===== config.mk =====
export PLATFORM = sky130hd
export DESIGN_NAME = square_tone_beep_generator_flat
export DESIGN_NICKNAME = d
export VERILOG_FILES = /design/src/sv/stbg_pkg.sv /design/src/sv/stbg_ifs.sv /design/src/sv/square_tone_beep_generator.sv /design/src/flat_wrapper.sv
export SDC_FILE = /design/constraint.sdc
export NUM_CORES = 1
export LEC_CHECK = 0
export ABC_CLOCK_PERIOD_IN_PS = 6600
export BUFFER_PORTS_ARGS = -buffer_cell sky130_fd_sc_hd__clkbuf_2
export CAP_MARGIN = 15
export CORE_MARGIN = 2
export CORE_UTILIZATION = 65
export CTS_CLUSTER_DIAMETER = 200
export CTS_CLUSTER_SIZE = 16
export DETAILED_ROUTE_END_ITERATION = 8
export GPL_TIMING_DRIVEN = 0
export HOLD_SLACK_MARGIN = 0.08
export PLACE_DENSITY = 0.85
export SLEW_MARGIN = 0
export SYNTH_ARGS = -nofsm -noshare
export SYNTH_HDL_FRONTEND = slang
export SYNTH_SLANG_ARGS = --single-unit

===== constraint.sdc =====
create_clock -name clk -period 6.6 [get_ports clk]
set_input_delay 0.66 -clock clk [delete_from_list [all_inputs] [get_ports clk]]
set_output_delay 0.66 -clock clk [all_outputs]
set_load 0.01 [all_outputs]

===== src/sv/stbg_pkg.sv =====
`default_nettype none
// Constants and types shared by the square tone beep generator.
package stbg_pkg;

	localparam int SAMPLE_RATE    = 16000;
	localparam int SILENCE_FRAMES = 32;
	localparam int FRAMES_PER_MS  = SAMPLE_RATE / 1000;

	localparam int FREQ_W   = 16;
	localparam int MS_W     = 16;
	localparam int GAIN_W   = 17;
	localparam int PERIOD_W = 14;
	localparam int FRAMES_W = 21;
	localparam int TAIL_W   = 6;
	localparam int AMP_W    = 31;
	localparam int SAMPLE_W = 32;
	localparam int DCNT_W   = 4;

	localparam logic [PERIOD_W-1:0] DEFAULT_PERIOD  = PERIOD_W'(36);
	localparam logic [GAIN_W-1:0]   FULL_SCALE_GAIN = GAIN_W'(65536);
	localparam logic [PERIOD_W-1:0] DIVIDEND        = PERIOD_W'(SAMPLE_RATE);

	localparam logic REQ_START = 1'b0;
	localparam logic REQ_TICK  = 1'b1;

	typedef struct packed {
		logic signed [SAMPLE_W-1:0] sample;
		logic                       playing;
		logic                       in_tail;
		logic                       last;
	} smp_t;

endpackage
`default_nettype wire


===== src/sv/stbg_ifs.sv =====
`default_nettype none
// Handshake channel interfaces for requests, samples and gain writes.
interface stbg_req_if;
	import stbg_pkg::*;
	logic              valid;
	logic              ready;
	logic              req_type;
	logic [FREQ_W-1:0] freq_hz;
	logic [MS_W-1:0]   duration_ms;
	modport source (output valid, req_type, freq_hz, duration_ms, input ready);
	modport sink   (input valid, req_type, freq_hz, duration_ms, output ready);
endinterface

interface stbg_smp_if;
	import stbg_pkg::*;
	logic                       valid;
	logic                       ready;
	logic signed [SAMPLE_W-1:0] sample;
	logic                       playing;
	logic                       in_tail;
	logic                       last;
	modport source (output valid, sample, playing, in_tail, last, input ready);
	modport sink   (input valid, sample, playing, in_tail, last, output ready);
endinterface

interface stbg_cfg_if;
	import stbg_pkg::*;
	logic              valid;
	logic              ready;
	logic [GAIN_W-1:0] data;
	modport source (output valid, data, input ready);
	modport sink   (input valid, data, output ready);
endinterface
`default_nettype wire


===== src/sv/square_tone_beep_generator.sv =====
`default_nettype none
// Square tone beep generator: start requests and sample ticks in, one sample beat per tick.
// A tick's sample beat is registered into the output queue behind any beat still held.
// A zero-frequency start takes the default period; a nonzero one stalls requests while one
// shared compare-subtract unit forms the period a quotient bit per cycle.
// A two-beat output queue lets ticks be taken while a sample beat is still held.
// arst_n clears the tone state to idle, empties the queue and sets the gain to full scale.
module square_tone_beep_generator (
	input  wire logic clk,
	input  wire logic arst_n,
	stbg_req_if.sink  req,
	stbg_smp_if.source smp,
	stbg_cfg_if.sink  cfg
);
	import stbg_pkg::*;

	localparam logic ST_IDLE = 1'b0;
	localparam logic ST_DIV  = 1'b1;

	logic                state_q;
	logic [DCNT_W-1:0]   dcnt_q;
	logic [FREQ_W-1:0]   divisor_q;
	logic [FREQ_W-1:0]   rem_q;
	logic [PERIOD_W-1:0] quot_q;

	logic [GAIN_W-1:0]   gain_q;
	logic [PERIOD_W-1:0] period_q;
	logic [PERIOD_W-1:0] phase_q;
	logic [FRAMES_W-1:0] frames_q;
	logic [TAIL_W-1:0]   tail_q;
	logic [AMP_W-1:0]    amp_q;
	logic                busy_q;

	smp_t       ent_q [2];
	logic [1:0] cnt_q;

	logic              acc;
	logic              start;
	logic              tick;
	logic              pop;
	logic [FREQ_W:0]   rem_sh;
	logic              ge;
	logic [FREQ_W:0]   rem_diff;
	logic [PERIOD_W-1:0] quot_nx;
	logic [GAIN_W-1:0] gain_sat;
	logic [PERIOD_W:0] phase_inc;
	logic [TAIL_W-1:0] tail_nx;
	smp_t              new_smp;

	assign cfg.ready = 1'b1;
	assign req.ready = (state_q == ST_IDLE) && (cnt_q != 2'd2);
	assign acc       = req.valid && req.ready;
	assign start     = acc && (req.req_type == REQ_START);
	assign tick      = acc && (req.req_type == REQ_TICK);
	assign pop       = smp.valid && smp.ready;

	assign smp.valid   = (cnt_q != 2'd0);
	assign smp.sample  = ent_q[0].sample;
	assign smp.playing = ent_q[0].playing;
	assign smp.in_tail = ent_q[0].in_tail;
	assign smp.last    = ent_q[0].last;

	// shared compare-subtract step of the period division
	assign rem_sh   = {rem_q, DIVIDEND[dcnt_q]};
	assign ge       = rem_sh >= {1'b0, divisor_q};
	assign rem_diff = rem_sh - {1'b0, divisor_q};
	assign quot_nx  = {quot_q[PERIOD_W-2:0], ge};

	assign gain_sat  = (gain_q > FULL_SCALE_GAIN) ? FULL_SCALE_GAIN : gain_q;
	assign phase_inc = {1'b0, phase_q} + (PERIOD_W+1)'(1);
	assign tail_nx   = (tail_q != '0) ? tail_q - TAIL_W'(1) : '0;

	always_comb begin
		new_smp = '0;
		if (busy_q) begin
			new_smp.playing = 1'b1;
			if (frames_q != '0) begin
				if (phase_q < (period_q >> 1)) begin
					new_smp.sample = $signed({1'b0, amp_q});
				end else begin
					new_smp.sample = -$signed({1'b0, amp_q});
				end
			end else begin
				new_smp.in_tail = 1'b1;
				new_smp.last    = (tail_nx == '0);
			end
		end
	end

	always_ff @(posedge clk or negedge arst_n) begin
		if (!arst_n) begin
			gain_q <= FULL_SCALE_GAIN;
		end else if (cfg.valid && cfg.ready) begin
			gain_q <= cfg.data;
		end
	end

	always_ff @(posedge clk or negedge arst_n) begin
		if (!arst_n) begin
			state_q  <= ST_IDLE;
			dcnt_q   <= '0;
			period_q <= '0;
			phase_q  <= '0;
			frames_q <= '0;
			tail_q   <= '0;
			amp_q    <= '0;
			busy_q   <= 1'b0;
		end else begin
			unique case (state_q)
				ST_IDLE: begin
					if (start) begin
						phase_q  <= '0;
						frames_q <= FRAMES_W'(req.duration_ms) * FRAMES_W'(FRAMES_PER_MS);
						tail_q   <= TAIL_W'(SILENCE_FRAMES);
						amp_q    <= {gain_sat, 14'b0};
						busy_q   <= 1'b1;
						if (req.freq_hz == '0) begin
							period_q <= DEFAULT_PERIOD;
						end else begin
							dcnt_q  <= DCNT_W'(PERIOD_W - 1);
							state_q <= ST_DIV;
						end
					end else if (tick && busy_q) begin
						if (frames_q != '0) begin
							frames_q <= frames_q - FRAMES_W'(1);
							if (phase_inc >= {1'b0, period_q}) begin
								phase_q <= '0;
							end else begin
								phase_q <= phase_inc[PERIOD_W-1:0];
							end
						end else begin
							tail_q <= tail_nx;
							if (tail_nx == '0) begin
								busy_q <= 1'b0;
							end
						end
					end
				end
				ST_DIV: begin
					dcnt_q <= dcnt_q - DCNT_W'(1);
					if (dcnt_q == '0) begin
						period_q <= (quot_nx == '0) ? PERIOD_W'(1) : quot_nx;
						state_q  <= ST_IDLE;
					end
				end
				default: begin
					state_q <= ST_IDLE;
				end
			endcase
		end
	end

	always_ff @(posedge clk) begin
		if (start) begin
			divisor_q <= req.freq_hz;
			rem_q     <= '0;
			quot_q    <= '0;
		end else if (state_q == ST_DIV) begin
			rem_q  <= ge ? rem_diff[FREQ_W-1:0] : rem_sh[FREQ_W-1:0];
			quot_q <= quot_nx;
		end
	end

	always_ff @(posedge clk or negedge arst_n) begin
		if (!arst_n) begin
			cnt_q <= '0;
		end else begin
			cnt_q <= cnt_q + 2'(tick) - 2'(pop);
		end
	end

	// hold the head beat until taken; advance the queue on each pop
	always_ff @(posedge clk) begin
		if (tick && ((cnt_q == 2'd0) || (pop && (cnt_q == 2'd1)))) begin
			ent_q[0] <= new_smp;
		end else if (pop) begin
			ent_q[0] <= ent_q[1];
		end
		if (tick && !pop && (cnt_q == 2'd1)) begin
			ent_q[1] <= new_smp;
		end
	end

	a_tick_beat: assert property (@(posedge clk) disable iff (!arst_n)
		tick |=> smp.valid)
		else $error("tick beat not offered");

	a_div_entry: assert property (@(posedge clk) disable iff (!arst_n)
		(start && (req.freq_hz != '0)) |=> (state_q == ST_DIV) && !req.ready)
		else $error("division not started");

	a_period_set: assert property (@(posedge clk) disable iff (!arst_n)
		(busy_q && (state_q == ST_IDLE)) |-> (period_q != '0))
		else $error("zero period while playing");

	a_tail_silent: assert property (@(posedge clk) disable iff (!arst_n)
		(smp.valid && smp.in_tail) |-> ((smp.sample == '0) && smp.playing))
		else $error("tail beat not silent");

	a_queue_bound: assert property (@(posedge clk) disable iff (!arst_n)
		(cnt_q == 2'd2) |-> !req.ready)
		else $error("queue overrun");

endmodule
`default_nettype wire

===== src/flat_wrapper.sv =====
// flat-port wrapper written by rule: the top's interface ports become plain ports
module square_tone_beep_generator_flat import stbg_pkg::*;
  (clk, arst_n, req_valid, req_req_type, req_freq_hz, req_duration_ms, req_ready, smp_valid, smp_sample, smp_playing, smp_in_tail, smp_last, smp_ready, cfg_valid, cfg_data, cfg_ready);
  stbg_req_if req_i ();
  stbg_smp_if smp_i ();
  stbg_cfg_if cfg_i ();
  input  wire logic clk;
  input  wire logic arst_n;
  input wire logic [$bits(req_i.valid)-1:0] req_valid;
  input wire logic [$bits(req_i.req_type)-1:0] req_req_type;
  input wire logic [$bits(req_i.freq_hz)-1:0] req_freq_hz;
  input wire logic [$bits(req_i.duration_ms)-1:0] req_duration_ms;
  output wire logic [$bits(req_i.ready)-1:0] req_ready;
  output wire logic [$bits(smp_i.valid)-1:0] smp_valid;
  output wire logic [$bits(smp_i.sample)-1:0] smp_sample;
  output wire logic [$bits(smp_i.playing)-1:0] smp_playing;
  output wire logic [$bits(smp_i.in_tail)-1:0] smp_in_tail;
  output wire logic [$bits(smp_i.last)-1:0] smp_last;
  input wire logic [$bits(smp_i.ready)-1:0] smp_ready;
  input wire logic [$bits(cfg_i.valid)-1:0] cfg_valid;
  input wire logic [$bits(cfg_i.data)-1:0] cfg_data;
  output wire logic [$bits(cfg_i.ready)-1:0] cfg_ready;
  assign req_i.valid = req_valid;
  assign req_i.req_type = req_req_type;
  assign req_i.freq_hz = req_freq_hz;
  assign req_i.duration_ms = req_duration_ms;
  assign req_ready = req_i.ready;
  assign smp_valid = smp_i.valid;
  assign smp_sample = smp_i.sample;
  assign smp_playing = smp_i.playing;
  assign smp_in_tail = smp_i.in_tail;
  assign smp_last = smp_i.last;
  assign smp_i.ready = smp_ready;
  assign cfg_i.valid = cfg_valid;
  assign cfg_i.data = cfg_data;
  assign cfg_ready = cfg_i.ready;
  square_tone_beep_generator u_core (.clk(clk), .arst_n(arst_n), .req(req_i), .smp(smp_i), .cfg(cfg_i));
endmodule

**Word level (Yosys, flattened, before mapping)**

Memories as Yosys holds them, arrays and structs flattened.
Index checks and enable logic that the tools add are counted.

- Bits in registers: 142
- Memory bits (writable): 70
- Bits in read-only memories: 16
- Memories: 2

Memory list:

| name | words | width | read ports | clocked after memory_dff | wr ports | line | RTL |
|---|---|---|---|---|---|---|---|
| u_core.ent_q | 2 | 35 | 2 | 0 | 1 | square_tone_beep_generator.sv:34 | `smp_t ent_q [2];` |
| (name not given) | 16 | 1 | 1 | 0 | 0 | square_tone_beep_generator.sv:64 | `assign rem_sh = {rem_q, DIVIDEND[dcnt_q]};` |

- Order comparisons: 5
- Bitwise logic cells: 3
- Add/sub/neg operators: 8
- Muxes and demuxes: 45
- Reductions and logical operators: 30
- Equality and inequality tests: 7

Operator list:

| operator | count |
|---|---|
| 2-to-1 mux 14 bit | 8 |
| 2-to-1 mux 35 bit | 3 |
| 2-to-1 mux 32 bit | 2 |
| 2-to-1 mux 21 bit | 3 |
| OR reduction 35 bit | 1 |
| negation 31 -> 32 bit | 1 |
| case mux 14 bit (2 select lines) | 1 |
| 2-to-1 mux 6 bit | 4 |
| nonzero test 21 bit | 1 |
| subtractor 21 x 1 -> 21 bit, second input constant | 1 |
| >= comparator 17 x 16 -> 1 bit | 1 |
| greater-than comparator 17 bit, second input constant | 1 |
| 2-to-1 mux 1 bit | 17 |
| 2-to-1 mux 17 bit | 1 |
| logical NOT 16 bit | 1 |
| 2-to-1 mux 16 bit | 1 |
| subtractor 16 bit | 1 |
| adder 14 x 1 -> 15 bit, second input constant | 1 |
| >= comparator 15 x 14 -> 1 bit | 1 |
| logical NOT 14 bit | 1 |
| < comparator 14 x 13 -> 1 bit | 1 |
| logical AND 1 bit | 10 |
| AND reduction 3 bit | 3 |
| 2-to-1 mux 4 bit | 2 |
| 22 further kinds | 31 |

**Longest topological paths before layout**

Gate-level depths: netlist of run 1.

- Depth after elaboration: 10
- Depth in mapped cells: 13
- Gate-level depth less buffers: 12

**Worst setup path before layout of run 1**

No wires, ideal clock.

- Kind: in2reg
- Start: in req_req_type
- End: mem u_core.ent_q[0][35] (netlist name) (enable)
- Arrival time: 3.015 ns
- Stages: 2
- Setup time: 0.453 ns
- Setup slack: 3.132 ns
- Path buffers: 0
- Cell sequence: o2111ai_1 -> nor4_1

- Longest elaborated chain between the ends: 7
- Elaborated cells on any way between the ends: 14
- Those cells by class: mux: 8; bitwise: 1; reduce/logical: 5

Ends and longest elaborated chain:

| item | line | RTL |
|---|---|---|
| start, declared | flat_wrapper.sv:10 | `input wire logic [$bits(req_i.req_type)-1:0] req_req_type;` |
| logical AND 1 bit (*) | square_tone_beep_generator.sv:54 | `assign tick = acc && (req.req_type == REQ_TICK);` |
| logical AND 1 bit (2 in a row) | square_tone_beep_generator.sv:179 | `if (tick && !pop && (cnt_q == 2'd1)) begin` |
| 2-to-1 mux 1 bit | square_tone_beep_generator.sv:179 |  |
| 2-to-1 mux 1 bit (implied by the code) | square_tone_beep_generator.sv:180 | `ent_q[1] <= new_smp;` |
| OR reduction 35 bit (no line) | -- |  |
| 2-to-1 mux 1 bit (no line) | -- |  |
| end, declared | square_tone_beep_generator.sv:34 |  |

Mark *: on every way between the ends. The rest lies on a longest branch, timed or not.

**Worst setup path in the final report of run 1**

- Start: reg u_core.dcnt_q[0]
- End: reg u_core.period_q[0]

- Longest elaborated chain between the ends: 7
- Elaborated cells on any way between the ends: 10
- Those cells by class: order compare: 1; eq/ne: 1; mux: 4; reduce/logical: 3; memory: 1

Ends and longest elaborated chain:

| item | line | RTL |
|---|---|---|
| start, declared | square_tone_beep_generator.sv:21 | `logic [DCNT_W-1:0] dcnt_q;` |
| start signal, assigned | square_tone_beep_generator.sv:120 | `dcnt_q <= DCNT_W'(PERIOD_W - 1);` |
| start signal, assigned | square_tone_beep_generator.sv:140 | `dcnt_q <= dcnt_q - DCNT_W'(1);` |
| memory (16 x 1 bit) | -- |  |
| 2-to-1 mux 1 bit (implied by the code) | square_tone_beep_generator.sv:64 |  |
| >= comparator 17 x 16 -> 1 bit | square_tone_beep_generator.sv:65 | `assign ge = rem_sh >= {1'b0, divisor_q};` |
| logical NOT 14 bit | square_tone_beep_generator.sv:142 | `period_q <= (quot_nx == '0) ? PERIOD_W'(1) : quot_nx;` |
| 2-to-1 mux 14 bit | square_tone_beep_generator.sv:142 |  |
| 2-to-1 mux 14 bit | square_tone_beep_generator.sv:141 | `if (dcnt_q == '0) begin` |
| case mux 14 bit (2 select lines) | square_tone_beep_generator.sv:109 | `unique case (state_q)` |
| end signal, assigned | square_tone_beep_generator.sv:142 |  |
| end, declared | square_tone_beep_generator.sv:27 | `logic [PERIOD_W-1:0] period_q;` |

Several ways; a longest one is shown, not always the timed one. The select of a mux whose other input is x is not followed.
A chain may end at the register's enable or synchronous reset.

==> impl_results.html, run 1 <==
<table>
<tr><th>Metric</th><th>Value</th></tr>
<tr><th colspan="2">Outcome</th></tr>
<tr><td>Status</td><td>finished, final reports clean</td></tr>
<tr><th colspan="2">Floorplan</th></tr>
<tr><td>Initial core utilization</td><td>0.661</td></tr>
<tr><td>Chip width</td><td>131 µm</td></tr>
<tr><td>Io pins</td><td>93</td></tr>
<tr><td>Die span in y</td><td>131 µm</td></tr>
<tr><td>Site Rows</td><td>46</td></tr>
<tr><td>Area inside the core boundary</td><td>15800 µm²</td></tr>
<tr><td>Die area</td><td>17100 µm²</td></tr>
<tr><th colspan="2">Pwr</th></tr>
<tr><td>Peak VDD IR</td><td>0.219 mV</td></tr>
<tr><td>Power density relative to cell area</td><td>409 nW/µm²</td></tr>
<tr><td>Leakage</td><td>0.00506 µW</td></tr>
<tr><th colspan="2">STA</th></tr>
<tr><td>Total negative slack for setup checks</td><td>0 ns</td></tr>
<tr><td>Count of final setup violators</td><td>0</td></tr>
<tr><td>Ratio of final minimum period to clock period</td><td>0.518</td></tr>
<tr><td>Setup repair after global routing missed its margin</td><td>false</td></tr>
<tr><td>Actual transition at the worst max-transition pin</td><td>1.16 ns</td></tr>
<tr><td>Hold Fails Final Rpt</td><td>0</td></tr>
<tr><td>Relative slew margins</td><td>0.224</td></tr>
<tr><td>Count of final max-slew check failures</td><td>0</td></tr>
<tr><td>Peak clock frequency supported by timing</td><td>292 MHz</td></tr>
<tr><td>Largest clock skew in the final design</td><td>0.0221 ns</td></tr>
<tr><td>Minimum clock period after layout</td><td>3.42 ns</td></tr>
<tr><th colspan="2">Global route</th></tr>
<tr><td>Pin count of the biggest net entering global routing</td><td>51</td></tr>
<tr><td>Via count of the first global-routing pass</td><td>8473</td></tr>
<tr><td>Total congestion overflow</td><td>0</td></tr>
<tr><td>Initial antenna violation count</td><td>0</td></tr>
<tr><td>GRT Total Usage</td><td>0.311</td></tr>
<tr><td>Global-route wire length before repair</td><td>41500 µm</td></tr>
<tr><th colspan="2">Worst setup path</th></tr>
<tr><td>Path depth of the worst reg2reg path</td><td>12</td></tr>
<tr><td>Maximum fanout along the worst path</td><td>10</td></tr>
<tr><td>Worst reg2reg setup slack</td><td>3.18 ns</td></tr>
<tr><td>Kind of start point of the critical path</td><td>flip-flop</td></tr>
<tr><td>Worst Path Class, Setup</td><td>flip-flop to flip-flop</td></tr>
<tr><td>Data arrival at the endpoint of the critical path</td><td>3.74 ns</td></tr>
<tr><td>Startpoint of the worst register-to-register path</td><td>u_core.dcnt_q[0]$_DFFE_PN0P_</td></tr>
<tr><td>Req. time, crit path</td><td>6.92 ns</td></tr>
<tr><td>Setup crit end kind</td><td>flip-flop</td></tr>
<tr><td>FF-to-FF End</td><td>u_core.period_q[0]$_DFFE_PN0P_</td></tr>
<tr><th colspan="2">Detailed routing</th></tr>
<tr><td>First-pass detailed-route iteration total</td><td>5</td></tr>
<tr><td>Total via count after detailed routing</td><td>8882</td></tr>
<tr><td>Final antenna-violating net count</td><td>0</td></tr>
<tr><td>Via density per instance</td><td>6.21</td></tr>
<tr><td>Overall routed net length</td><td>25200 µm</td></tr>
<tr><td>Drt first-iter violations</td><td>978</td></tr>
<tr><td>Per-cell routed wire length</td><td>17.6 µm</td></tr>
<tr><td>Post-detailed-route DRC marker count</td><td>0</td></tr>
<tr><th colspan="2">Synth</th></tr>
<tr><td>Fraction of registers with async set or reset after synthesis</td><td>0.527</td></tr>
<tr><td>Share of the yosys chip area belonging to registers</td><td>0.456</td></tr>
<tr><td>Count of distinct cell types in the synthesized netlist</td><td>75</td></tr>
<tr><td>Total number of yosys warnings</td><td>0</td></tr>
<tr><td>Register bit total from synthesis</td><td>184</td></tr>
<tr><td>Number of instances in the synthesized netlist</td><td>1089</td></tr>
<tr><td>Mapped Area</td><td>10400 µm²</td></tr>
<tr><td>Number of synthesized flops with an enable pin</td><td>58</td></tr>
<tr><td>Mean cell area of the mapped netlist</td><td>9.57 µm²</td></tr>
<tr><td>Leading register cell type out of synthesis</td><td>sky130_fd_sc_hd__dfrtp_1</td></tr>
<tr><th colspan="2">CTS</th></tr>
<tr><td>Hold-fix buffer count after cts</td><td>0</td></tr>
<tr><td>Clk buf depth</td><td>2</td></tr>
<tr><td>Latest clock arrival within the worst-skew pair</td><td>0.45 ns</td></tr>
<tr><td>Max H-tree Level</td><td>4</td></tr>
<tr><td>Clock tree from TritonCTS</td><td>done</td></tr>
<tr><td>Clock sink count</td><td>184</td></tr>
<tr><td>Num CTS Buffers</td><td>17</td></tr>
<tr><td>Cts repair resizes</td><td>0</td></tr>
<tr><td>Post-CTS setup-driven buffer insertion count</td><td>0</td></tr>
<tr><td>Clk Tree Root Cell</td><td>sky130_fd_sc_hd__clkbuf_16</td></tr>
<tr><td>Clock transition at the registers of the reported paths</td><td>0.07 ns</td></tr>
<tr><th colspan="2">Finish</th></tr>
<tr><td>Multi-input combinational cell area</td><td>5050 µm²</td></tr>
<tr><td>Fillers</td><td>1119</td></tr>
<tr><td>Net count of the finished layout</td><td>1310</td></tr>
<tr><td>Area taken by flip-flops and latches</td><td>4750 µm²</td></tr>
<tr><td>Share of post-route cells with drive strength above 1</td><td>0.164</td></tr>
<tr><td>Post-layout util</td><td>0.750</td></tr>
<tr><td>Synthesis-to-layout area growth</td><td>13.5%</td></tr>
<tr><td>Diode count</td><td>0</td></tr>
<tr><th colspan="2">Placement</th></tr>
<tr><td>GP Congestion</td><td>0.917</td></tr>
<tr><td>Placed wire-length estimate</td><td>18100 µm</td></tr>
<tr><td>Count of input and output buffers</td><td>76</td></tr>
<tr><th colspan="2">Hold path</th></tr>
<tr><td>Hold Crit Class</td><td>input pin to asynchronous set/reset pin</td></tr>
<tr><th colspan="2">Flow run</th></tr>
<tr><td>MaxCap Viol Count</td><td>0</td></tr>
</table>
-- registers in the layout, indices dropped and copies added, names as in the netlist --
register	count
u_core.ent_q	42
u_core.frames_q	21
u_core.amp_q	17
u_core.gain_q	17
u_core.divisor_q	16
u_core.rem_q	16
u_core.period_q	14
u_core.phase_q	14
u_core.quot_q	13
u_core.tail_q	6
u_core.dcnt_q	4
u_core.cnt_q	2
u_core.busy_q	1
u_core.state_q	1
-- metrics by stage --
step	cells	setup WS, ns	hold WS (ns)	cell area (µm²)	total power [µW]
2_1_floorplan	1102	3.13	0.364	10500	3200
3_3_place_gp	1394	1.70	0.475	11100	3640
3_5_place_dp	1399	3.30	0.482	11200	3760
4_1_cts	1431	3.26	0.297	11800	4800
5_1_grt	1431	2.96	0.331	11800	5160
6_report	1431	3.18	0.276	11800	4840
-- cells by family after synthesis --
family | synth area share
other | 0.000720
xor gates and xnor gates | 0.0344
muxes | 0.0272
adders and majority gates | 0.0643
AOI/OAI and AO/OA | 0.156
DFF | 0.456
and+or+nand+nor | 0.196
buffers and inverters | 0.0651
-- worst max-delay path by stage --
stage / cells past startpoint / slack [ns] / from / end
3_3_place_gp: 3 / 1.70 / req_req_type / u_core.ent_q[0][57]$_DFFE_PP_
5_1_grt: 10 / 2.96 / u_core.phase_q[2]$_DFFE_PN0P_ / u_core.phase_q[2]$_DFFE_PN0P_
4_1_cts: 12 / 3.26 / u_core.dcnt_q[0]$_DFFE_PN0P_ / u_core.period_q[0]$_DFFE_PN0P_
6_report: 12 / 3.18 / u_core.dcnt_q[0]$_DFFE_PN0P_ / u_core.period_q[0]$_DFFE_PN0P_
3_5_place_dp: 11 / 3.30 / u_core.dcnt_q[0]$_DFFE_PN0P_ / u_core.period_q[0]$_DFFE_PN0P_
2_1_floorplan: 2 / 3.13 / req_req_type / u_core.ent_q[0][35]$_DFFE_PP_
-- Yosys cell counts, types with 30 or more instances --
library cell | number | area [µm²]
sky130_fd_sc_hd__nand2_1 | 143 | 537
sky130_fd_sc_hd__a21oi_1 | 43 | 215
sky130_fd_sc_hd__edfxtp_1 | 58 | 1740
sky130_fd_sc_hd__xnor2_1 | 30 | 263
sky130_fd_sc_hd__inv_1 | 51 | 191
sky130_fd_sc_hd__ha_1 | 52 | 651
sky130_fd_sc_hd__buf_4 | 34 | 255
sky130_fd_sc_hd__clkbuf_1 | 39 | 146
sky130_fd_sc_hd__nand3_1 | 53 | 265
sky130_fd_sc_hd__dfrtp_1 | 96 | 2400
sky130_fd_sc_hd__o21ai_0 | 73 | 365
sky130_fd_sc_hd__nor2_1 | 44 | 165
-- cell type report --
class,instances,share of cell area
flip-flops and latches,184,0.402
inverters,53,0.0168
plain buffers,81,0.0405
well taps,216,0.0228
clock buffers,18,0.0363
multi-input cells,784,0.427
clock inverters,14,0.0145
repair buffers,81,0.0402
-- report_power, final --
| group | internal (µW) | leakage, µW | switching, µW |
|---|---|---|---|
| clock network | 597 | 0.000283 | 449 |
| registers | 1540 | 0.00200 | 307 |
| logic | 811 | 0.00278 | 1140 |
| total | 2950 | 0.00506 | 1890 |
-- critical path: stages (launching register included) --
cell                        delay [ns]
sky130_fd_sc_hd__dfrtp_1          0.42
sky130_fd_sc_hd__inv_1            0.11
sky130_fd_sc_hd__ha_1             0.18
sky130_fd_sc_hd__inv_1            0.05
sky130_fd_sc_hd__a21oi_1          0.22
sky130_fd_sc_hd__ha_1             0.22
sky130_fd_sc_hd__nand2b_1         0.14
sky130_fd_sc_hd__a21oi_1          0.14
sky130_fd_sc_hd__o31ai_1          0.70
sky130_fd_sc_hd__a31oi_1          0.38
sky130_fd_sc_hd__clkbuf_1         0.33
sky130_fd_sc_hd__a31oi_1          0.30
sky130_fd_sc_hd__o2bb2ai_1        0.11
-- metal layers --
layer  wire, µm  part of all wire  global-route usage  vias up
li1           -                 -                   -     4194
met3       1780             0.070              0.0566       62
met4        794             0.031               0.133        0
met1      10500              0.41               0.411     4215
met5          0                 0                   0        -
met2      12200              0.48               0.509      411
-- cell usage in the layout (no fill, tap or decap), types with 8 or more instances in the layout --
| master | synthesis | layout |
|---|---|---|
| sky130_fd_sc_hd__ha_1 | 52 | 52 |
| sky130_fd_sc_hd__o211ai_1 | 25 | 25 |
| sky130_fd_sc_hd__and3_1 | 8 | 8 |
| sky130_fd_sc_hd__clkbuf_16 | 0 | 17 |
| sky130_fd_sc_hd__a21oi_1 | 43 | 43 |
| sky130_fd_sc_hd__xnor2_1 | 30 | 30 |
| sky130_fd_sc_hd__nand2_1 | 143 | 143 |
| sky130_fd_sc_hd__o21ai_0 | 73 | 73 |
| sky130_fd_sc_hd__nor3_1 | 29 | 29 |
| sky130_fd_sc_hd__inv_1 | 51 | 51 |
| sky130_fd_sc_hd__xor2_1 | 11 | 11 |
| sky130_fd_sc_hd__dfrtp_1 | 96 | 96 |
| sky130_fd_sc_hd__or4_1 | 22 | 22 |
| sky130_fd_sc_hd__a21o_1 | 8 | 8 |
| sky130_fd_sc_hd__a31oi_1 | 12 | 12 |
| sky130_fd_sc_hd__edfxtp_1 | 58 | 58 |
| sky130_fd_sc_hd__clkbuf_2 | 1 | 76 |
| sky130_fd_sc_hd__or3_1 | 26 | 26 |
| sky130_fd_sc_hd__dfxtp_1 | 29 | 29 |
| sky130_fd_sc_hd__clkbuf_1 | 39 | 40 |
| sky130_fd_sc_hd__buf_4 | 34 | 34 |
| sky130_fd_sc_hd__nand3_1 | 53 | 53 |
| sky130_fd_sc_hd__conb_1 | 2 | 15 |
| sky130_fd_sc_hd__nand4_1 | 16 | 16 |
| sky130_fd_sc_hd__mux2_2 | 19 | 19 |
| sky130_fd_sc_hd__nor2_1 | 44 | 44 |
| sky130_fd_sc_hd__nor4_1 | 21 | 20 |
| sky130_fd_sc_hd__a22o_1 | 23 | 23 |
Power figures use the tool's default switching activity.
==> run 2: changes to the inputs <==
Settings changed: ABC_CLOCK_PERIOD_IN_PS 6600 to 3300, CORE_UTILIZATION 65 to 60, PLACE_DENSITY 0.85 to 0.79.
Clock period 6.6 ns to 3.3 ns, I/O delays scaled along.
==> impl_results.html, run 2 (synthesized netlist as in run 1, its figures left out) <==
<table>
<tr><th>Metric</th><th>Value</th></tr>
<tr><th colspan="2">Finish</th></tr>
<tr><td>Share of post-route cells with drive strength above 1</td><td>0.170 (+0.00615)</td></tr>
<tr><td>Largest register by flop count</td><td>u_core.ent_q</td></tr>
<tr><td>Most common library cell in the layout ignoring fill and taps</td><td>sky130_fd_sc_hd__nand2_1</td></tr>
<tr><td>Fillers</td><td>1292 (+15%)</td></tr>
<tr><td>Diode count</td><td>0 (unchanged)</td></tr>
<tr><td>Non-Filler Cell Area, Final</td><td>12000 µm² (+1.2%)</td></tr>
<tr><td>Most frequent cells in the layout</td><td>sky130_fd_sc_hd__nand2_1, sky130_fd_sc_hd__dfrtp_1, sky130_fd_sc_hd__clkbuf_2</td></tr>
<tr><td>Post-layout util</td><td>0.699 (-0.0507)</td></tr>
<tr><td>Area taken by flip-flops and latches</td><td>4750 µm² (unchanged)</td></tr>
<tr><td>Number of non-filler instances in the completed layout</td><td>1449 (+1.3%)</td></tr>
<tr><td>Net count of the finished layout</td><td>1319 (+0.69%)</td></tr>
<tr><td>Multi-input combinational cell area</td><td>5090 µm² (+0.72%)</td></tr>
<tr><td>Synthesis-to-layout area growth</td><td>14.8%</td></tr>
<tr><td>Biggest registers after layout</td><td>u_core.ent_q: 42 flops, u_core.frames_q: 21 flops</td></tr>
<tr><td>Max reg flops</td><td>42 (unchanged)</td></tr>
<tr><th colspan="2">Pwr</th></tr>
<tr><td>Peak VDD IR</td><td>0.448 mV (+100%)</td></tr>
<tr><td>Power density relative to cell area</td><td>809 nW/µm² (+98%)</td></tr>
<tr><td>Switching power as a share of total power</td><td>0.392 (+0.00149)</td></tr>
<tr><td>Clock group share of total power</td><td>0.214 (-0.002)</td></tr>
<tr><td>Part of the total power dissipated in sequential elements</td><td>0.381 (about the same)</td></tr>
<tr><td>Switching power of the nets</td><td>3800 µW (+100%)</td></tr>
<tr><td>Internal power of the cells</td><td>5880 µW (+100%)</td></tr>
<tr><td>Part of the power in combinational logic</td><td>0.405 (+0.003)</td></tr>
<tr><td>Leakage</td><td>0.00512 µW (+1.1%)</td></tr>
<tr><th colspan="2">Global route</th></tr>
<tr><td>Pin count of the biggest net entering global routing</td><td>54 (+5.9%)</td></tr>
<tr><td>GRT Total Usage</td><td>0.287 (-0.0238)</td></tr>
<tr><td>Global-route wire length before repair</td><td>41700 µm (+0.58%)</td></tr>
<tr><td>Total congestion overflow</td><td>0 (unchanged)</td></tr>
<tr><td>Via count of the first global-routing pass</td><td>8491 (+0.21%)</td></tr>
<tr><td>Initial antenna violation count</td><td>0 (unchanged)</td></tr>
<tr><th colspan="2">Floorplan</th></tr>
<tr><td>Die span in y</td><td>136 µm (+4.0%)</td></tr>
<tr><td>Die area</td><td>18400 µm² (+8.1%)</td></tr>
<tr><td>Io pins</td><td>93 (unchanged)</td></tr>
<tr><td>Site Rows</td><td>48 (+4.3%)</td></tr>
<tr><td>Initial core utilization</td><td>0.609 (-0.0520)</td></tr>
<tr><td>Chip width</td><td>136 µm (+4.0%)</td></tr>
<tr><td>Area inside the core boundary</td><td>17100 µm² (+8.5%)</td></tr>
<tr><th colspan="2">Worst setup path</th></tr>
<tr><td>Kind of start point of the critical path</td><td>flip-flop</td></tr>
<tr><td>Req. time, crit path</td><td>3.64 ns (-3.28 ns)</td></tr>
<tr><td>Setup crit end kind</td><td>flip-flop</td></tr>
<tr><td>Worst Path Class, Setup</td><td>flip-flop to flip-flop</td></tr>
<tr><td>Data arrival at the endpoint of the critical path</td><td>3.50 ns (-0.24 ns)</td></tr>
<tr><td>Cell with the largest stage delay on the worst path</td><td>sky130_fd_sc_hd__dfrtp_1</td></tr>
<tr><td>Critical path's largest stage delay</td><td>0.35 ns (-0.35 ns)</td></tr>
<tr><td>Maximum fanout along the worst path</td><td>10 (unchanged)</td></tr>
<tr><td>Cell breakdown of the critical path</td><td>clkbuf_1 &gt; and3_1 &gt; nand4_1 &gt; or2_2 &gt; xnor2_1 &gt; ha_1 &gt; a21oi_1 &gt; o311ai_2 &gt; clkbuf_2 &gt; or3_1 &gt; o211ai_1</td></tr>
<tr><td>Worst reg2reg setup slack</td><td>0.14 ns (-3.04 ns)</td></tr>
<tr><th colspan="2">Placement</th></tr>
<tr><td>GP Congestion</td><td>0.910 (-0.82%)</td></tr>
<tr><td>Count of input and output buffers</td><td>76 (unchanged)</td></tr>
<tr><td>Post-place instance area</td><td>11200 µm² (+0.11%)</td></tr>
<tr><td>Number of cells in the design after placement</td><td>1407 (+0.57%)</td></tr>
<tr><td>Placed wire-length estimate</td><td>18400 µm (+1.6%)</td></tr>
<tr><th colspan="2">STA</th></tr>
<tr><td>Ratio of final minimum period to clock period</td><td>0.958 (+0.440)</td></tr>
<tr><td>Count of final setup violators</td><td>0 (unchanged)</td></tr>
<tr><td>Minimum clock period after layout</td><td>3.16 ns (-0.257 ns)</td></tr>
<tr><td>Count of final max-slew check failures</td><td>0 (unchanged)</td></tr>
<tr><td>Total negative slack for setup checks</td><td>0 ns (unchanged)</td></tr>
<tr><td>Largest clock skew in the final design</td><td>0.0107 ns (-0.0114 ns)</td></tr>
<tr><td>Relative slew margins</td><td>0.482 (+0.258)</td></tr>
<tr><td>Hold Fails Final Rpt</td><td>0 (unchanged)</td></tr>
<tr><td>Actual transition at the worst max-transition pin</td><td>0.772 ns (-0.392 ns)</td></tr>
<tr><td>Peak clock frequency supported by timing</td><td>316 MHz (+8.1%)</td></tr>
<tr><th colspan="2">CTS</th></tr>
<tr><td>Clock tree from TritonCTS</td><td>done</td></tr>
<tr><td>Max H-tree Level</td><td>4 (unchanged)</td></tr>
<tr><td>Clk Tree Root Cell</td><td>sky130_fd_sc_hd__clkbuf_16</td></tr>
<tr><td>Clock transition at the registers of the reported paths</td><td>0.06 ns (about the same)</td></tr>
<tr><td>Num CTS Buffers</td><td>17 (unchanged)</td></tr>
<tr><td>Clock sink count</td><td>184 (unchanged)</td></tr>
<tr><td>Latest clock arrival within the worst-skew pair</td><td>0.44 ns (about the same)</td></tr>
<tr><td>Clk buf depth</td><td>2 (unchanged)</td></tr>
<tr><th colspan="2">Detailed routing</th></tr>
<tr><td>Overall routed net length</td><td>25200 µm (about the same)</td></tr>
<tr><td>Total via count after detailed routing</td><td>8812 (-0.79%)</td></tr>
<tr><td>Per-cell routed wire length</td><td>17.4 µm (-1.2%)</td></tr>
<tr><td>Via density per instance</td><td>6.08 (-2.0%)</td></tr>
<tr><td>First-pass detailed-route iteration total</td><td>6 (+1)</td></tr>
<tr><td>Drt first-iter violations</td><td>851 (-13%)</td></tr>
<tr><td>Post-detailed-route DRC marker count</td><td>0 (unchanged)</td></tr>
<tr><td>Final antenna-violating net count</td><td>0 (unchanged)</td></tr>
<tr><th colspan="2">Flow run</th></tr>
<tr><td>MaxCap Viol Count</td><td>0 (unchanged)</td></tr>
<tr><th colspan="2">Hold path</th></tr>
<tr><td>Hold Crit Class</td><td>input pin to flip-flop</td></tr>
<tr><th colspan="2">Outcome</th></tr>
<tr><td>Status</td><td>finished, final reports clean</td></tr>
</table>
## run 2: cell count changes in the layout (fill, tap and decap cells not counted), sizes merged
cell,before,now
dlygate4sd3,0,8
clkinv,5,7
buf,46,47
bufinv,3,1
clkbuf,134,138
clkinvlp,4,0
## run 2: repair_timing
item,4_1_cts,5_1_grt
buffers inserted,0,2
resized for setup,1,12
hold buffers,6,2
hold endpoints to repair,57,2
setup endpoints to repair,1,46
pin swaps,0,1
## run 2: metal layers
metal	track usage	up-vias	routed length [µm]
li1	-	4210	-
met1	0.374	4237	10700
met2	0.488	311	12500
met3	0.0438	54	1460
met4	0.105	0	650
met5	0	-	0
## run 2: power groups by stage
| stage | Combinational, µW | Clock (µW) | Sequential, µW |
|---|---|---|---|
| after CTS | 3870 | 2080 | 3670 |
| final | 3920 | 2070 | 3690 |
| after global routing | 4400 | 2170 | 3780 |
| after global placement | 3640 | 0 | 3680 |
| after detailed placement | 3810 | 0 | 3700 |
| after floorplan | 2870 | 0 | 3520 |
## run 2: final timing paths
path,from,cells after the start,to
min in group asynchronous,arst_n,2,u_core.gain_q[0]$_DFFE_PN0P_
worst max register to register,u_core.phase_q[7]$_DFFE_PN0P_,11,u_core.phase_q[11]$_DFFE_PN0P_
worst max-delay path,u_core.phase_q[7]$_DFFE_PN0P_,11,u_core.phase_q[11]$_DFFE_PN0P_
max in group asynchronous,arst_n,3,u_core.gain_q[16]$_DFFE_PN1P_
worst min register to register,u_core.quot_q[10]$_SDFFE_PP0P_,2,u_core.quot_q[10]$_SDFFE_PP0P_
worst min-delay path,req_freq_hz[11],1,u_core.divisor_q[11]$_DFFE_PP_
## run 2: final cells by class
cell class,count,area share
buffer,81,0.0403
clock buffer,22,0.0415
clock inverter,10,0.00888
inverter,53,0.0166
multi-input combinational,784,0.425
sequential,184,0.397
tap,225,0.0235
timing repair buffer,90,0.0470
## run 2: critical path, delay by kind of cell, from the launching register on
kind / cells / cell delay, ns
AO/OA/AOI/OAI: 3 / 0.66
XOR/XNOR: 1 / 0.14
adder cells (fa/ha/maj): 1 / 0.29
buffers and inverters: 2 / 0.53
flip-flops: 1 / 0.35
AND/OR/NAND/NOR: 4 / 1.11
## run 2: stage by stage
step / worst slack, ns / power, µW / hold slack [ns]
detailed placement: 0.0229 / 7510 / 0.462
floorplan: 0.584 / 6390 / 0.0344
CTS: 0.0462 / 9620 / 0.0800
global placement: -0.0702 / 7320 / 0.461
global route: -0.0318 / 10300 / 0.0818
finish: 0.137 / 9680 / 0.0856
==> run 3: changes to the inputs <==
Settings changed: CORE_UTILIZATION 60 to 62, CTS_BUF_LIST set to sky130_fd_sc_hd__clkbuf_8, PLACE_DENSITY 0.79 to 0.82.
==> impl_results.html, run 3 (synthesized netlist as in run 1, its figures left out) <==
<table>
<tr><th>Metric</th><th>Value</th></tr>
<tr><th colspan="2">Finish</th></tr>
<tr><td>Largest register by flop count</td><td>u_core.ent_q</td></tr>
<tr><td>Diode count</td><td>0 (unchanged)</td></tr>
<tr><td>Max reg flops</td><td>42 (unchanged)</td></tr>
<tr><td>Number of non-filler instances in the completed layout</td><td>1474 (+1.7%)</td></tr>
<tr><td>Multi-input combinational cell area</td><td>5090 µm² (about the same)</td></tr>
<tr><td>Non-Filler Cell Area, Final</td><td>12000 µm² (+0.65%)</td></tr>
<tr><td>Area taken by flip-flops and latches</td><td>4750 µm² (unchanged)</td></tr>
<tr><td>Most frequent cells in the layout</td><td>sky130_fd_sc_hd__nand2_1, sky130_fd_sc_hd__dfrtp_1, sky130_fd_sc_hd__clkbuf_2</td></tr>
<tr><td>Fillers</td><td>1194 (-7.6%)</td></tr>
<tr><td>Share of post-route cells with drive strength above 1</td><td>0.166 (-0.00407)</td></tr>
<tr><td>Biggest registers after layout</td><td>u_core.ent_q: 42 flops, u_core.frames_q: 21 flops</td></tr>
<tr><td>Synthesis-to-layout area growth</td><td>15.6%</td></tr>
<tr><td>Post-layout util</td><td>0.729 (+0.0297)</td></tr>
<tr><td>Most common library cell in the layout ignoring fill and taps</td><td>sky130_fd_sc_hd__nand2_1</td></tr>
<tr><td>Net count of the finished layout</td><td>1349 (+2.3%)</td></tr>
<tr><th colspan="2">Detailed routing</th></tr>
<tr><td>Overall routed net length</td><td>25000 µm (-0.84%)</td></tr>
<tr><td>Final antenna-violating net count</td><td>0 (unchanged)</td></tr>
<tr><td>Per-cell routed wire length</td><td>17.0 µm (-2.5%)</td></tr>
<tr><td>Via density per instance</td><td>6.06 (-0.36%)</td></tr>
<tr><td>First-pass detailed-route iteration total</td><td>8 (+2)</td></tr>
<tr><td>Total via count after detailed routing</td><td>8932 (+1.4%)</td></tr>
<tr><td>Post-detailed-route DRC marker count</td><td>0 (unchanged)</td></tr>
<tr><td>Drt first-iter violations</td><td>1028 (+21%)</td></tr>
<tr><th colspan="2">STA</th></tr>
<tr><td>Peak clock frequency supported by timing</td><td>321 MHz (+1.5%)</td></tr>
<tr><td>Minimum clock period after layout</td><td>3.11 ns (-0.0480 ns)</td></tr>
<tr><td>Actual transition at the worst max-transition pin</td><td>0.733 ns (-0.0389 ns)</td></tr>
<tr><td>Count of final setup violators</td><td>0 (unchanged)</td></tr>
<tr><td>Count of final max-slew check failures</td><td>0 (unchanged)</td></tr>
<tr><td>Ratio of final minimum period to clock period</td><td>0.944 (-0.0145)</td></tr>
<tr><td>Relative slew margins</td><td>0.511 (+0.0294)</td></tr>
<tr><td>Total negative slack for setup checks</td><td>0 ns (unchanged)</td></tr>
<tr><td>Hold Fails Final Rpt</td><td>0 (unchanged)</td></tr>
<tr><td>Largest clock skew in the final design</td><td>0.0192 ns (+0.00849 ns)</td></tr>
<tr><th colspan="2">Pwr</th></tr>
<tr><td>Total power draw</td><td>9170 µW (-5.2%)</td></tr>
<tr><td>Part of the power in combinational logic</td><td>0.425 (+0.020)</td></tr>
<tr><td>Peak VDD IR</td><td>0.418 mV (-6.7%)</td></tr>
<tr><td>Switching power as a share of total power</td><td>0.403 (+0.0104)</td></tr>
<tr><td>Internal power of the cells</td><td>5480 µW (-6.9%)</td></tr>
<tr><td>Switching power of the nets</td><td>3700 µW (-2.7%)</td></tr>
<tr><td>Power density relative to cell area</td><td>762 nW/µm² (-5.8%)</td></tr>
<tr><td>Clock group share of total power</td><td>0.173 (-0.041)</td></tr>
<tr><td>Leakage</td><td>0.00515 µW (+0.54%)</td></tr>
<tr><td>Part of the total power dissipated in sequential elements</td><td>0.402 (+0.021)</td></tr>
<tr><th colspan="2">Floorplan</th></tr>
<tr><td>Initial core utilization</td><td>0.631 (+0.0218)</td></tr>
<tr><td>Die area</td><td>17900 µm² (-3.1%)</td></tr>
<tr><td>Io pins</td><td>93 (unchanged)</td></tr>
<tr><td>Die span in y</td><td>134 µm (-1.6%)</td></tr>
<tr><td>Site Rows</td><td>47 (-2.1%)</td></tr>
<tr><td>Area inside the core boundary</td><td>16500 µm² (-3.5%)</td></tr>
<tr><td>Chip width</td><td>134 µm (-1.6%)</td></tr>
<tr><th colspan="2">Worst setup path</th></tr>
<tr><td>Kind of start point of the critical path</td><td>flip-flop</td></tr>
<tr><td>Req. time, crit path</td><td>3.70 ns (+0.06 ns)</td></tr>
<tr><td>CP Capture Point</td><td>u_core.phase_q[13]$_DFFE_PN0P_</td></tr>
<tr><td>Launching element of the worst setup path</td><td>u_core.phase_q[2]$_DFFE_PN0P_</td></tr>
<tr><td>Setup crit end kind</td><td>flip-flop</td></tr>
<tr><td>Worst Path Class, Setup</td><td>flip-flop to flip-flop</td></tr>
<tr><td>Worst reg2reg setup slack</td><td>0.19 ns (+0.05 ns)</td></tr>
<tr><td>Path depth of the worst reg2reg path</td><td>13 (+2)</td></tr>
<tr><td>Data arrival at the endpoint of the critical path</td><td>3.52 ns (+0.02 ns)</td></tr>
<tr><td>Maximum fanout along the worst path</td><td>10 (unchanged)</td></tr>
<tr><td>Startpoint of the worst register-to-register path</td><td>u_core.phase_q[2]$_DFFE_PN0P_</td></tr>
<tr><td>FF-to-FF End</td><td>u_core.phase_q[13]$_DFFE_PN0P_</td></tr>
<tr><th colspan="2">CTS</th></tr>
<tr><td>Clock sink count</td><td>184 (unchanged)</td></tr>
<tr><td>Num CTS Buffers</td><td>17 (unchanged)</td></tr>
<tr><td>Clock tree from TritonCTS</td><td>done</td></tr>
<tr><td>Latest clock arrival within the worst-skew pair</td><td>0.49 ns (+0.05 ns)</td></tr>
<tr><td>Clk buf depth</td><td>2 (unchanged)</td></tr>
<tr><td>Clk Tree Root Cell</td><td>sky130_fd_sc_hd__clkbuf_8</td></tr>
<tr><td>Max H-tree Level</td><td>4 (unchanged)</td></tr>
<tr><td>Clock transition at the registers of the reported paths</td><td>0.09 ns (+0.03 ns)</td></tr>
<tr><th colspan="2">Global route</th></tr>
<tr><td>GRT Total Usage</td><td>0.291 (+0.00325)</td></tr>
<tr><td>Pin count of the biggest net entering global routing</td><td>55 (+1.9%)</td></tr>
<tr><td>Via count of the first global-routing pass</td><td>8598 (+1.3%)</td></tr>
<tr><td>Initial antenna violation count</td><td>0 (unchanged)</td></tr>
<tr><td>Global-route wire length before repair</td><td>41500 µm (-0.61%)</td></tr>
<tr><td>Total congestion overflow</td><td>0 (unchanged)</td></tr>
<tr><th colspan="2">Hold path</th></tr>
<tr><td>Hold Crit Class</td><td>input pin to flip-flop</td></tr>
<tr><th colspan="2">Placement</th></tr>
<tr><td>Post-place instance area</td><td>11200 µm² (-0.20%)</td></tr>
<tr><td>Count of input and output buffers</td><td>76 (unchanged)</td></tr>
<tr><td>GP Congestion</td><td>0.907 (-0.33%)</td></tr>
<tr><td>Placed wire-length estimate</td><td>18000 µm (-2.5%)</td></tr>
<tr><td>Number of cells in the design after placement</td><td>1402 (-0.36%)</td></tr>
<tr><th colspan="2">Flow run</th></tr>
<tr><td>MaxCap Viol Count</td><td>0 (unchanged)</td></tr>
<tr><th colspan="2">Outcome</th></tr>
<tr><td>Status</td><td>finished, final reports clean</td></tr>
</table>
## run 3: cell count changes in the layout (fill, tap and decap cells not counted), moves of 2 or more
cell and change:
sky130_fd_sc_hd__clkbuf_8 +16, sky130_fd_sc_hd__clkbuf_16 -19, sky130_fd_sc_hd__inv_8 -2, sky130_fd_sc_hd__bufinv_16 +2
sky130_fd_sc_hd__clkinv_4 -3, sky130_fd_sc_hd__clkbuf_1 -2, sky130_fd_sc_hd__clkinv_2 +2, sky130_fd_sc_hd__inv_6 +3
sky130_fd_sc_hd__clkinvlp_4 +2, sky130_fd_sc_hd__dlygate4sd3_1 +30
## run 3: power groups by stage
| stage | combinational [µW] | clock (µW) | sequential [µW] |
|---|---|---|---|
| floorplan | 2870 | 0 | 3520 |
| global placement | 3630 | 0 | 3680 |
| detailed placement | 3790 | 0 | 3710 |
| CTS | 3850 | 1590 | 3660 |
| global route | 4370 | 1690 | 3770 |
| finish | 3900 | 1580 | 3690 |
## run 3: routing by layer
layer / global-route usage / share of wire / vias up
li1: - / - / 4267
met1: 0.374 / 0.41 / 4233
met2: 0.493 / 0.49 / 362
met3: 0.0510 / 0.070 / 70
met4: 0.109 / 0.028 / 0
met5: 0 / 0 / -
## run 3: worst max-delay path, stage by stage, from the launching register on
cell	delay, ns
sky130_fd_sc_hd__dfrtp_1	0.48
sky130_fd_sc_hd__and3_1	0.28
sky130_fd_sc_hd__nand4_1	0.28
sky130_fd_sc_hd__buf_4	0.25
sky130_fd_sc_hd__nor2_1	0.11
sky130_fd_sc_hd__xor2_1	0.20
sky130_fd_sc_hd__ha_1	0.28
sky130_fd_sc_hd__a21o_1	0.17
sky130_fd_sc_hd__a21oi_1	0.13
sky130_fd_sc_hd__or2_2	0.11
sky130_fd_sc_hd__clkbuf_1	0.22
sky130_fd_sc_hd__clkbuf_2	0.29
sky130_fd_sc_hd__nand3_1	0.12
sky130_fd_sc_hd__o211ai_1	0.11
## run 3: timing repair
item | CTS | global route
setup buffers | 0 | 2
cloned | 0 | 0
resized for setup | 1 | 12
hold endpoints to repair | 80 | 0
hold buffers | 38 | 0
pin swaps | 0 | 1
setup endpoints to repair | 1 | 31
## run 3: worst min path at each step
stage	startpoint	endpoint	slack (ns)	cells past startpoint
after CTS	cfg_data[0]	u_core.gain_q[0]$_DFFE_PN0P_	0.08	2
after floorplan	arst_n	u_core.amp_q[14]$_DFFE_PN0P_	0.03	0
final	cfg_data[0]	u_core.gain_q[0]$_DFFE_PN0P_	0.1	2
after detailed placement	arst_n	u_core.frames_q[13]$_DFFE_PN0P_	0.41	1
after global routing	cfg_data[0]	u_core.gain_q[0]$_DFFE_PN0P_	0.09	2
after global placement	u_core.rem_q[15]$_SDFFE_PP0P_	u_core.rem_q[15]$_SDFFE_PP0P_	0.47	2
## run 3: stage by stage
stage,setup WS [ns],hold slack [ns]
final,0.185,0.0999
after global routing,-0.0376,0.0916
after CTS,0.0788,0.0835
after detailed placement,0.00520,0.414
after global placement,-0.0776,0.470
after floorplan,0.584,0.0344
## run 3: cell type report
cell class | count | area share
multi-input cells | 784 | 0.422
flip-flops and latches | 184 | 0.394
repair buffers | 120 | 0.0703
plain buffers | 81 | 0.0401
well taps | 220 | 0.0228
clock buffers | 17 | 0.0194
inverters | 53 | 0.0165
clock inverters | 15 | 0.0143
